<file path="src/design/imu_sample_time_interpolator_defines.svh">
// assertion macros shared by the interpolator
`ifndef IMU_SAMPLE_TIME_INTERPOLATOR_DEFINES_SVH
`define IMU_SAMPLE_TIME_INTERPOLATOR_DEFINES_SVH

// same-cycle implication
`define STI_ASSERT_IMP(label, clk, rst, ante, cons) \
  label: assert property (@(posedge clk) disable iff (rst) (ante) |-> (cons)) \
    else $error("imu interpolator check failed");

// next-cycle implication
`define STI_ASSERT_NXT(label, clk, rst, ante, cons) \
  label: assert property (@(posedge clk) disable iff (rst) (ante) |=> (cons)) \
    else $error("imu interpolator check failed");

`endif

</file>
<file path="src/design/imu_sti_pkg.sv">
package imu_sti_pkg;

  localparam int STAMP_W   = 48;
  localparam int VAL_W     = 32;
  localparam int NUM_VALS  = 10;
  localparam int GAP_W     = 24;
  localparam int Q_FIRST   = 6;
  localparam int NUM_QUAT  = 4;
  localparam int DATA_W    = VAL_W * NUM_VALS;

  localparam logic [GAP_W-1:0] MAX_GAP_RESET = 24'd200000;

  typedef enum logic [0:0] {
    REQ_PUSH = 1'b0,
    REQ_SYNC = 1'b1
  } req_t;

  typedef enum logic [2:0] {
    ST_OK         = 3'd0,
    ST_FRONT_LATE = 3'd1,
    ST_GAP        = 3'd2,
    ST_FEW        = 3'd3,
    ST_PUSHED     = 3'd4,
    ST_DROPPED    = 3'd5
  } status_t;

  typedef logic [NUM_VALS-1:0][VAL_W-1:0] vals_t;

  typedef struct packed {
    req_t               req;
    logic [STAMP_W-1:0] stamp;
    vals_t              vals;
  } cmd_t;

endpackage

</file>
<file path="src/design/imu_sti_front.sv">
module imu_sti_front import imu_sti_pkg::*; (
  input  logic clk,
  input  logic rst,
  input  logic start,
  input  cmd_t in_cmd,
  output logic busy,
  output logic cmd_valid,
  output cmd_t cmd,
  input  logic cmd_take
);

  logic [0:0] wr_ptr;
  logic [0:0] rd_ptr;
  logic [1:0] fill;
  logic [1:0] fill_next;
  logic       accept;
  cmd_t       slots [2];

  // no beat is taken while reset is held
  assign accept    = start && !busy;
  assign busy      = rst || (fill == 2'd2);
  assign cmd_valid = (fill != 2'd0);
  assign cmd       = slots[rd_ptr];
  assign fill_next = fill + {1'b0, accept} - {1'b0, cmd_take};

  // two-beat command queue toward the back end
  always_ff @(posedge clk) begin
    if (rst) begin
      wr_ptr <= '0;
      rd_ptr <= '0;
      fill   <= '0;
    end else begin
      if (accept) begin
        wr_ptr <= ~wr_ptr;
      end
      if (cmd_take) begin
        rd_ptr <= ~rd_ptr;
      end
      fill <= fill_next;
    end
  end

  // payload storage
  always_ff @(posedge clk) begin
    if (accept) begin
      slots[wr_ptr] <= in_cmd;
    end
  end

endmodule

</file>
<file path="config.mk">
export PLATFORM = sky130hd
export DESIGN_NAME = imu_sti_front
export DESIGN_NICKNAME = d
export VERILOG_FILES = /design/src/design/imu_sample_time_interpolator_defines.svh /design/src/design/imu_sti_pkg.sv /design/src/design/imu_sti_front.sv
export SDC_FILE = /design/constraint.sdc
export NUM_CORES = 1
export LEC_CHECK = 0
export ABC_AREA = 0
export BUFFER_PORTS_ARGS = -buffer_cell sky130_fd_sc_hd__buf_4
export CAP_MARGIN = 30
export CORE_AREA = 2 2 290 292
export CTS_BUF_LIST = sky130_fd_sc_hd__clkbuf_2
export CTS_CLUSTER_DIAMETER = 50
export DETAILED_ROUTE_END_ITERATION = 8
export DIE_AREA = 0 0 292 294
export GPL_TIMING_DRIVEN = 0
export PLACE_DENSITY_LB_ADDON = 0.05
export SETUP_SLACK_MARGIN = 0.3
export SYNTH_ARGS = -nofsm -noshare
export SYNTH_HDL_FRONTEND = slang
export SYNTH_SLANG_ARGS = --single-unit
export TNS_END_PERCENT = 10
</file>
<file path="constraint.sdc">
create_clock -name clk -period 56.5 [get_ports clk]
set_clock_uncertainty 0.1 [all_clocks]
set_input_delay 11.3 -clock clk [delete_from_list [all_inputs] [get_ports clk]]
set_output_delay 11.3 -clock clk [all_outputs]
set_load 0.05 [all_outputs]
</file>
### Word-level counts from Yosys, hierarchy flattened

Memories as Yosys holds them, arrays and structs flattened. A register that Yosys moved wholly into a read port is not among the register bits.
Index checks and enable logic that the tools add are counted.

* register bits: 4
* logic and storage cells: 17
* bits of input ports: 373
* bits in writable memories: 738
* memories kept: 1

* add/sub/neg operators: 2
* equal/unequal tests: 1
* multiplexer cells: 4
* reductions and logical operators: 4
* bitwise operators: 2

Memories
* slots: words 2, bits a word 369, rd ports 1, clocked after Yosys merged registers in 1, wr ports 1, RTL line imu_sti_front.sv:17 `cmd_t slots [2];`

Operators with widths (number)
* 1-bit two-way mux: 4
* 2-bit by 1-bit adder with 2-bit output: 1
* 2-bit equality test (second input constant): 1
* 1-bit NOT: 2
* 2-bit nonzero test: 1
* 2-bit by 1-bit subtractor with 2-bit output: 1
* 1-bit logical AND: 1
* 1-bit zero test: 1
* 1-bit logical OR: 1

### Logic depth before layout (Yosys ltp)

Gate-level depths: netlist of the first run.

* depth after elaboration: 6
* gate-level depth with buffers: 9
* mapped depth without buffers: 9

### Worst setup path after synthesis of the first run

No wires, ideal clock.

* path kind: input-to-reg
* from: in rst
* to: mem slots[0][0] in the netlist's numbering (enable)
* cell stages on the path: 1
* data arrival time: 36222 ps
* library setup time: 1551 ps
* data required time: 54849 ps
* setup slack: 18627 ps
* path through: nor3_1

* longest elaborated chain between the ends: 5

RTL lines
* start: declaration: RTL line imu_sti_front.sv:3 `input logic rst,`
* 1-bit logical OR: RTL line imu_sti_front.sv:21 `assign busy = rst || (fill == 2'd2);`
* 1-bit zero test: RTL line imu_sti_front.sv:20 `assign accept = start && !busy;`
* 1-bit logical AND: RTL line imu_sti_front.sv:20
* 1-bit two-way mux: RTL line imu_sti_front.sv:45 `if (accept) begin`
* 1-bit two-way mux (implied by the code): RTL line imu_sti_front.sv:46 `slots[wr_ptr] <= in_cmd;`
* end: declaration: RTL line imu_sti_front.sv:17

Every way passes these cells.

### Worst setup path in the final report of the first run

* from: in rst
* to: out busy

* longest elaborated chain between the ends: 1

RTL lines
* 1-bit logical OR: RTL line imu_sti_front.sv:21
* end: declaration: RTL line imu_sti_front.sv:6 `output logic busy,`

Every way passes these cells.

==> metrics.md, run 1 <==
| Metric | Value |
|---|---|
| CP dominant cell by count | `buf_4` |
| Sequential power share | `0.500` |
| Final Max Slew Viols | `0` |
| CP max FO | `7` |
| Final ANT Viol Nets | `0` |
| WP buf/inv | `3` |
| Initial antenna violation count | `29` |
| CTS Buf Count | `196` |
| Post-Layout Inst Area | `37500 µm²` |
| Worst skew pair latency | `1290 ps` |
| CP Launch Type | `primary input` |
| Largest net degree at the start of global routing | `58` |
| Initial Utilization | `0.340` |
| Die height | `294 µm` |
| IR drop worst, VDD | `17.9 µV` |
| Max clock buf depth | `3` |
| Tmin final | `23350 ps` |
| Layout cell share with drive strength beyond 1 | `0.651` |
| Hold Crit Class | `flip-flop to flip-flop` |
| CP delay by family, top | `buffers and inverters` |
| Port Buf Inserts | `743` |
| Crit path capture type | `output pin` |
| Cells after synthesis | `1174` |
| CTS tree | `yes` |
| Synthesized area | `28100 µm²` |
| Top-area cell type share of the netlist area | `0.787` |
| Worst path slowest cell | `nor2b_1` |
| Fmax | `42.8 MHz` |
| Final Setup Violations | `0` |
| Worst rel slew slack | `0.469` |
| CP max stage delay | `240 ps` |
| FP Rows | `106` |
| Status | `completed` |
| WL/cell | `22.5 µm` |
| Iteration count of the initial detailed-routing pass | `6` |
| Combinational power share | `0.225` |
| Drt initial violations | `659` |
| Synthesis warning total | `0` |
| Postcts setup bufs | `0` |
| Drt total wl | `76.4 mm` |
| Remaining global-route overflow | `0` |
| Total GRT Usage | `0.174` |
| Unrepaired setup endpoints after global routing | `no` |
| Die Width | `292 µm` |
| NumNets Final | `2538` |
| Via count | `14871` |
| Filler cell count | `7402` |
| Hold_ws | `441 ps` |
| Clk network pwr share | `0.274` |
| Clock sink count | `743` |
| Crit path cell chain | `buf_4, nor2b_1, inv_1, buf_4` |
| Half-perimeter wire length after placement | `57.5 mm` |
| Vias in the first global route | `15899` |
| Post-CTS Resized | `0` |
| Setup TNS | `0 ps` |
| Syn avg cell area | `24.0 µm²` |
| Top cells by area, synth | `edfxtp_1, mux2_4, mux2_2` |
| Drc violations | `0` |
| H-tree depth | `4` |
| P_int | `0.000893 W` |
| Wire length of the first global-routing pass | `106 mm` |
| Critical path required time | `45100 ps` |
| Fin. Hold Viols | `0` |
| Pwr dens | `34.7 nW/µm²` |
| WP data arrival | `11950 ps` |
| CTS root buffer | `clkbuf_2` |
| Synthesis-stage register bit count | `743` |
| Kind of critical path | `primary input to output pin` |
| Switching Share | `0.314` |
| Core area | `82900 µm²` |
| Area growth, synth to finish | `33.1%` |
| Die Area | `85800 µm²` |
| Switch Pwr | `0.000408 W` |
| Ports | `744` |
| GPL Wtd Cong | `0.736` |
| Post-CTS Hold Fix Bufs | `0` |
| Least-Margin Pin Slew | `796 ps` |
| Syn Nets | `1549` |
| Clk slew on worst S/H paths | `100 ps` |
| Dpl cell area | `35700 µm²` |
| Post-synth cell types | `19` |
| Leakage | `14.8 nW` |
| Post-synthesis sequential area ratio | `0.791` |
| Cell taking the most area after synthesis | `edfxtp_1` |
| Vias per cell | `4.38` |
| Max Cap Viol | `0` |
| Final period util | `0.413` |
## state kept, by name, summed over array words and instances (netlist names), named ones only
signal,cells
slots,738
wr_ptr,1
fill,2
rd_ptr,1
## worst reg2reg max path: cells and delay by family, from the launching register on
kind	cells	cell delay (ps)
buf+inv	7	1460
flops	1	350
simple gates	3	590
## cell families after synthesis
family,share of synthesized area
DFF,0.791
muxes,0.188
buffers and inverters,0.0173
and+or+nand+nor,0.00209
xor gates and xnor gates,0.000934
adders and majority gates,0.000889
AOI/OAI and AO/OA,0.000356
## cell usage in the layout (no fill, tap or decap), types with 6 or more instances in the layout
cell	n
clkbuf_2	276
clkinv_1	42
buf_6	57
diode_2	16
mux2_4	300
edfxtp_1	738
buf_8	14
mux2_2	69
buf_16	7
buf_4	748
inv_6	6
## through the flow
stage | utilization | total power, W | setup WS, ps | instances
2_1_floorplan | - | 0.000883 | 18630 | 1174
3_3_place_gp | 0.423 | 0.000999 | 790 | 2997
3_5_place_dp | 0.431 | 0.000962 | 33170 | 3045
4_1_cts | 0.452 | 0.00133 | 33160 | 3380
5_1_grt | 0.452 | 0.00137 | 33080 | 3389
6_report | 0.452 | 0.00130 | 33150 | 3396
## per-layer routing
| metal | up-vias | global-route usage | routed length (µm) |
|---|---|---|---|
| met1 | 7255 | 0.159 | 24400 |
| met2 | 620 | 0.311 | 41300 |
| li1 | 6816 | - | - |
| met5 | - | 0 | 183 |
| met3 | 152 | 0.0968 | 8520 |
| met4 | 28 | 0.0818 | 2130 |
## cell type report
type                       count  area (µm²)  share of cell area
timing repair buffer         791        6230               0.166
clock buffer                 276        1380              0.0369
tap                         1080        1350              0.0361
multi-input combinational    387        5410               0.144
antenna                       16        40.0             0.00107
sequential                   743       22300               0.594
inverter                       3        11.3            0.000301
buffer                        41         475              0.0127
clock inverter                59         312             0.00831
## cells in the mapped netlist, drive strengths merged
cell and instances:
a32o 1, and3 1, buf 41, dfxtp 5, edfxtp 738, ha 2
inv 3, mux2 369, nand2 2, nand2b 1, nor2 4, nor2b 2
nor3 1, or2 1, xnor2 2, xor2 1
## power by group through the flow
stage	combinational [W]	sequential [W]	clock, W
finish	0.000293	0.000651	0.000357
global route	0.000306	0.000654	0.000405
floorplan	0.000193	0.000691	0
CTS	0.000299	0.000651	0.000378
detailed placement	0.000298	0.000664	0
global placement	0.000287	0.000712	0
## path summary, 6_finish.rpt
check | start | to | slack, ps | cells after the start
hold reg to reg | rd_ptr | rd_ptr | 440 | 2
setup reg to reg | fill[0] | slots[0][110] | 53720 | 10
setup / recovery | rst | busy | 33150 | 4
hold / removal | rd_ptr | rd_ptr | 440 | 2
Note: power is estimated with default switching activity, not from simulation.
==> run 2: changes to the inputs <==
--- a/config.mk
+++ b/config.mk
@@ -5,14 +5,14 @@
 export SDC_FILE = /design/constraint.sdc
 export NUM_CORES = 1
 export LEC_CHECK = 0
-export ABC_AREA = 0
+export ABC_AREA = 1
 export BUFFER_PORTS_ARGS = -buffer_cell sky130_fd_sc_hd__buf_4
 export CAP_MARGIN = 30
-export CORE_AREA = 2 2 290 292
+export CORE_AREA = 2 2 292 294
 export CTS_BUF_LIST = sky130_fd_sc_hd__clkbuf_2
 export CTS_CLUSTER_DIAMETER = 50
 export DETAILED_ROUTE_END_ITERATION = 8
-export DIE_AREA = 0 0 292 294
+export DIE_AREA = 0 0 294 296
 export GPL_TIMING_DRIVEN = 0
 export PLACE_DENSITY_LB_ADDON = 0.05
 export SETUP_SLACK_MARGIN = 0.3
==> constraint.sdc (replaced) <==
create_clock -name clk -period 19.9 [get_ports clk]
set_clock_uncertainty 0.1 [all_clocks]
set_input_delay 3.98 -clock clk [delete_from_list [all_inputs] [get_ports clk]]
set_output_delay 3.98 -clock clk [all_outputs]
set_load 0.05 [all_outputs]
==> run 2 against run 1 <==
  * Sequential share of layout area increased by 2.2 points
  * Design area is 3.6% lower
  * Power rose to 2.7 times the previous value
  * Critical path depth unchanged
  * Global-route usage down 0.39 points
  * Core utilization down 2.3 points
  * Combinational power grew 120%
  * Largest cell class unchanged
==> metrics.md, run 2 <==
| Metric | Value |
|---|---|
| FP Rows | `107 (+0.94%)` |
| Synthesis-stage register bit count | `743 (unchanged)` |
| WL/cell | `22.6 µm (+0.56%)` |
| Ys flop type | `edfxtp_1` |
| Post-synth top cells | `edfxtp_1, mux2_2, buf_6, inv_1` |
| Crit path capture type | `output pin` |
| Total GRT Usage | `0.170 (-0.00388)` |
| Layout cell share with drive strength beyond 1 | `0.659 (+0.00805)` |
| Pwr dens | `97.6 nW/µm² (+180%)` |
| Top-area cell type share of the netlist area | `0.821 (+0.0339)` |
| Half-perimeter wire length after placement | `55.0 mm (-4.3%)` |
| NumNets Final | `2517 (-0.83%)` |
| Initial Utilization | `0.320 (-0.0191)` |
| Reg area | `22300 µm² (unchanged)` |
| Wire length of the first global-routing pass | `105 mm (-0.77%)` |
| Area of the multi-input gates | `4280 µm² (-21%)` |
| IR drop worst, VDD | `47.6 µV (+170%)` |
| CP max FO | `5 (-2)` |
| Die Area | `87000 µm² (+1.4%)` |
| Remaining global-route overflow | `0 (unchanged)` |
| Top-count cell post-synth | `edfxtp_1` |
| Ports | `744 (unchanged)` |
| Post-Layout Inst Area | `36100 µm² (-3.6%)` |
| Dpl cell area | `34300 µm² (-3.9%)` |
| Post-synthesis sequential area ratio | `0.825 (+0.0341)` |
| Biggest register | `slots` |
| Post-CTS Resized | `0 (unchanged)` |
| Critical path required time | `15820 ps (-29280 ps)` |
| Vias in the first global route | `15734 (-1.0%)` |
| Drc violations | `0 (unchanged)` |
| Synthesis warning total | `0 (unchanged)` |
| Drt initial violations | `665 (+0.91%)` |
| Post-synth ARST share | `0 (unchanged)` |
| Largest register FFs | `738 (unchanged)` |
| Postcts setup bufs | `0 (unchanged)` |
| Cell taking the most area after synthesis | `edfxtp_1` |
| Largest net degree at the start of global routing | `94 (+62%)` |
| Max clock buf depth | `3 (unchanged)` |
| Setup TNS | `0 ps (unchanged)` |
| Via count | `14696 (-1.2%)` |
| CTS tree | `yes` |
| Die height | `296 µm (+0.68%)` |
| Max Cap Viol | `0 (unchanged)` |
| GPL Wtd Cong | `0.760 (+3.2%)` |
| Synthesized area | `27000 µm² (-4.1%)` |
| CTS Buf Count | `198 (+1.0%)` |
| Most common cell after layout, fill and taps aside | `buf_4` |
| Leakage | `13.6 nW (-7.9%)` |
| Core area | `84200 µm² (+1.6%)` |
| H-tree depth | `4 (unchanged)` |
| Number of synthesized flops with an enable pin | `738 (unchanged)` |
| Status | `completed` |
| Final Setup Violations | `0 (unchanged)` |
| Clk slew on worst S/H paths | `90 ps (about the same)` |
| WP data arrival | `4520 ps (-7430 ps)` |
| Top cells by area, synth | `edfxtp_1, mux2_2, buf_6` |
| Clock sink count | `743 (unchanged)` |
| Post-synth cell types | `14 (-5)` |
| Fin worst setup slack | `11300 ps (-21860 ps)` |
| Final ANT Viol Nets | `0 (unchanged)` |
| Hold Crit Class | `flip-flop to flip-flop` |
| Filler cell count | `7759 (+4.8%)` |
| Fin. Hold Viols | `0 (unchanged)` |
| Unrepaired setup endpoints after global routing | `no` |
| Final Max Slew Viols | `0 (unchanged)` |
| Post-CTS Hold Fix Bufs | `0 (unchanged)` |
| Least-Margin Pin Slew | `877 ps (+81.1 ps)` |
| Setup Slack @ Placement | `11300 ps (-21870 ps)` |
| Most frequent cells in the layout | `buf_4, edfxtp_1, mux2_2, clkbuf_2, buf_6` |
| Top flop regs | `slots (738), fill (2)` |
| Kind of critical path | `primary input to output pin` |
| Fmax | `116 MHz` |
| Die Width | `294 µm (+0.68%)` |
| Vias per cell | `4.35 (-0.71%)` |
| Syn Nets | `1556 (+0.45%)` |
| Syn avg cell area | `22.9 µm² (-4.7%)` |
| Worst rel slew slack | `0.415 (-0.0541)` |
| Drt total wl | `76.5 mm (about the same)` |
| Initial antenna violation count | `20 (-31%)` |
| CTS root buffer | `clkbuf_2` |
| Port Buf Inserts | `743 (unchanged)` |
| Area growth, synth to finish | `33.8%` |
| Iteration count of the initial detailed-routing pass | `5 (-1)` |
| CP Launch Type | `primary input` |
| Tmin final | `8600 ps` |
| Cells after synthesis | `1181 (+0.60%)` |
| Final period util | `0.432` |
| Worst skew pair latency | `1290 ps (about the same)` |
==> run 2: area by class of cell <==
type | instances | share of cell area
Inverter | 7 | 0.000935
Buffer | 41 | 0.0119
Multi-Input combinational cell | 390 | 0.118
Clock buffer | 319 | 0.0442
Timing Repair Buffer | 761 | 0.165
Antenna cell | 9 | 0.000624
Clock inverter | 20 | 0.00457
Sequential cell | 743 | 0.616
Tap cell | 1090 | 0.0378
==> run 2: worst max-delay path, stage by stage <==
cell,delay [ps]
buf_4,120
inv_1,120
nand2_1,80
buf_4,200
==> run 2: final timing paths <==
check	start	end	slack, ps	cells after the start
setup / recovery	rst	busy	11300	4
hold / removal	rd_ptr	rd_ptr	420	2
setup reg to reg	fill[0]	slots[0][68]	17240	8
hold reg to reg	rd_ptr	rd_ptr	420	2
==> run 2: through the flow <==
| step | hold WS [ps] | utilization | std cells | total power [W] |
|---|---|---|---|---|
| 2_1_floorplan | 380 | - | 1181 | 0.00228 |
| 6_report | 424 | 0.429 | 3380 | 0.00353 |
| 5_1_grt | 472 | 0.429 | 3379 | 0.00370 |
| 4_1_cts | 436 | 0.429 | 3371 | 0.00360 |
| 3_3_place_gp | 399 | 0.403 | 3014 | 0.00254 |
| 3_5_place_dp | 410 | 0.408 | 3032 | 0.00251 |
==> run 2: layer usage <==
| metal | track usage | part of all wire | up-vias |
|---|---|---|---|
| li1 | - | - | 6765 |
| met1 | 0.161 | 0.33 | 7234 |
| met2 | 0.309 | 0.55 | 532 |
| met3 | 0.0846 | 0.099 | 143 |
| met4 | 0.0718 | 0.025 | 22 |
| met5 | 0 | 0.0020 | - |
==> run 2: where the power goes <==
| group | internal, W | switching (W) |
|---|---|---|
| combinational | 0.000233 | 0.000426 |
| clock | 0.000452 | 0.000612 |
| sequential | 0.00179 | 0.0000119 |
==> run 2: logic make-up after synthesis <==
kind of cell               Yosys count  synth area share
AOI/OAI and AO/OA                    1          0.000185
xor gates and xnor gates             1          0.000325
adders and majority gates            2          0.000927
buffers and inverters               48            0.0169
DFF                                743             0.825
muxes                              369             0.154
and+or+nand+nor                     17           0.00274
==> run 3: changes to the inputs <==
--- a/config.mk
+++ b/config.mk
@@ -8,11 +8,11 @@
 export ABC_AREA = 1
 export BUFFER_PORTS_ARGS = -buffer_cell sky130_fd_sc_hd__buf_4
 export CAP_MARGIN = 30
-export CORE_AREA = 2 2 292 294
+export CORE_AREA = 2 2 287 289
 export CTS_BUF_LIST = sky130_fd_sc_hd__clkbuf_2
 export CTS_CLUSTER_DIAMETER = 50
 export DETAILED_ROUTE_END_ITERATION = 8
-export DIE_AREA = 0 0 294 296
+export DIE_AREA = 0 0 289 291
 export GPL_TIMING_DRIVEN = 0
 export PLACE_DENSITY_LB_ADDON = 0.05
 export SETUP_SLACK_MARGIN = 0.3
==> constraint.sdc (replaced) <==
create_clock -name clk -period 8.98 [get_ports clk]
set_clock_uncertainty 0.1 [all_clocks]
set_input_delay 1.796 -clock clk [delete_from_list [all_inputs] [get_ports clk]]
set_output_delay 1.796 -clock clk [all_outputs]
set_load 0.05 [all_outputs]
==> run 3 against run 2 <==
  * Register-to-register slack worse by 11000 ps
  * Via count grew 0.79%
  * Hold slack improved by 3.3 ps
  * Sequential share of layout area rose by 0.077 points
  * Critical endpoint is now cmd[158]
  * Setup slack got worse by 7000 ps
==> metrics.md, run 3 (synthesis gave the netlist of run 2 again) <==
| Metric | Value |
|---|---|
| Port Buf Inserts | `743 (unchanged)` |
| Switching Share | `0.300 (+0.00232)` |
| Remaining global-route overflow | `0 (unchanged)` |
| WP data arrival | `2770 ps (-1750 ps)` |
| P_int | `0.00543 W (+120%)` |
| Status | `completed` |
| Final Max Slew Viols | `0 (unchanged)` |
| Drt total wl | `75.2 mm (-1.6%)` |
| Clk network pwr share | `0.296 (-0.006)` |
| Total GRT Usage | `0.174 (+0.00382)` |
| Die height | `291 µm (-1.7%)` |
| Hold Crit Class | `flip-flop to flip-flop` |
| Ports | `744 (unchanged)` |
| Dpl cell area | `34300 µm² (about the same)` |
| Combinational power share | `0.188 (about the same)` |
| Tmin final | `4670 ps` |
| Worst rel slew slack | `0.472 (+0.0567)` |
| Drt initial violations | `565 (-15%)` |
| Clock sink count | `743 (unchanged)` |
| Post-Layout Inst Area | `36100 µm² (-0.12%)` |
| Wire length of the first global-routing pass | `104 mm (-0.73%)` |
| Postcts setup bufs | `0 (unchanged)` |
| Pwr dens | `215 nW/µm² (+120%)` |
| Max clock buf depth | `3 (unchanged)` |
| IR drop worst, VDD | `98.1 µV (+110%)` |
| Top flop regs | `slots (738), fill (2)` |
| Drc violations | `0 (unchanged)` |
| Least-Margin Pin Slew | `792 ps (-85.1 ps)` |
| CP max FO | `10 (+5)` |
| Setup TNS | `0 ps (unchanged)` |
| Die Width | `289 µm (-1.7%)` |
| Final ANT Viol Nets | `0 (unchanged)` |
| Final period util | `0.520` |
| Vias in the first global route | `15986 (+1.6%)` |
| Clk slew on worst S/H paths | `90 ps (about the same)` |
| Fmax | `214 MHz` |
| Core area | `81200 µm² (-3.6%)` |
| Worst skew pair latency | `1240 ps (-50 ps)` |
| Half-perimeter wire length after placement | `54.2 mm (-1.4%)` |
| Fin util | `0.444 (+0.0154)` |
| Most common cell after layout, fill and taps aside | `buf_4` |
| Layout cell share with drive strength beyond 1 | `0.654 (-0.00499)` |
| Final Setup Violations | `0 (unchanged)` |
| NumNets Final | `2517 (unchanged)` |
| CTS root buffer | `clkbuf_2` |
| Fin. Hold Viols | `0 (unchanged)` |
| Initial Utilization | `0.332 (+0.0119)` |
| Max Cap Viol | `0 (unchanged)` |
| FP Rows | `105 (-1.9%)` |
| GPL Wtd Cong | `0.776 (+2.1%)` |
| Sequential power share | `0.515 (+0.004)` |
| Iteration count of the initial detailed-routing pass | `4 (-1)` |
| Crit path capture type | `output pin` |
| WL/cell | `22.4 µm (-1.0%)` |
| Initial antenna violation count | `16 (-20%)` |
| Layout Cells excl Fill | `3358 (-0.65%)` |
| Via count | `14812 (+0.79%)` |
| CP Launch Type | `flip-flop` |
| Area growth, synth to finish | `33.7%` |
| Switch Pwr | `0.00233 W (+120%)` |
| H-tree depth | `4 (unchanged)` |
| Post-CTS Hold Fix Bufs | `0 (unchanged)` |
| Largest net degree at the start of global routing | `113 (+20%)` |
| Critical path required time | `7080 ps (-8740 ps)` |
| CTS Buf Count | `198 (unchanged)` |
| Largest register FFs | `738 (unchanged)` |
| Vias per cell | `4.41 (+1.4%)` |
| Unrepaired setup endpoints after global routing | `no` |
| Biggest register | `slots` |
| Kind of critical path | `flip-flop to output pin` |
| Die Area | `84100 µm² (-3.4%)` |
| Post-CTS Resized | `0 (unchanged)` |
| Tot Pwr | `0.00775 W (+120%)` |
| Most frequent cells in the layout | `buf_4, edfxtp_1, mux2_2, clkbuf_2, buf_6` |
| Post-Place Cells | `3012 (-0.66%)` |
| CTS tree | `yes` |
| Leakage | `13.6 nW (-0.38%)` |
-- run 3: changes by cell type in the layout (fill, tap and decap cells not counted), sizes merged --
cell      before  now
bufinv         3    2
diode          9   11
clkinv        14   27
clkbuf       319  298
clkinvlp       1    2
inv            9   13
-- run 3: cell type report --
| class | count | area [µm²] |
|---|---|---|
| antenna | 11 | 27.5 |
| buffer | 41 | 430 |
| clock buffer | 298 | 1490 |
| clock inverter | 37 | 238 |
| fill | 7459 | 45100 |
| inverter | 7 | 33.8 |
| multi-input combinational | 390 | 4280 |
| sequential | 743 | 22300 |
| tap | 1070 | 1340 |
| timing repair buffer | 761 | 5980 |
-- run 3: per-stage QoR --
stage	hold slack [ps]	worst slack, ps
global placement	399	-6240
floorplan	380	-972
CTS	229	3970
global route	265	3970
detailed placement	417	4540
finish	427	4310
-- run 3: critical path, stage by stage, from the launching register on --
cell	delay [ps]
dfxtp_1	330
buf_6	170
buf_6	230
buf_6	190
mux2_2	400
buf_4	200
-- run 3: metal layers --
layer  routed length (µm)  up-vias  track usage  part of all wire
li1                     -     6781            -                 -
met2                41100      565        0.318              0.55
met1                24700     7305        0.162              0.33
met4                 2140       12       0.0729             0.028
met5                   82        -            0            0.0011
met3                 7230      149       0.0832             0.096
-- run 3: path summary, 6_finish.rpt --
kind	cells past startpoint	endpoint	slack, ps	from
min	2	flip-flop	430	rd_ptr
min reg2reg	2	flip-flop	430	rd_ptr
max reg2reg	9	slots[0][123]	6220	fill[0]
max	5	cmd[158]	4310	flip-flop
-- run 3: power by group through the flow --
stage	registers (W)	clock network, W	logic (W)
floorplan	0.00410	0	0.000921
global placement	0.00413	0	0.00145
detailed placement	0.00408	0	0.00148
CTS	0.00400	0.00243	0.00149
global route	0.00401	0.00259	0.00153
finish	0.00399	0.00230	0.00146
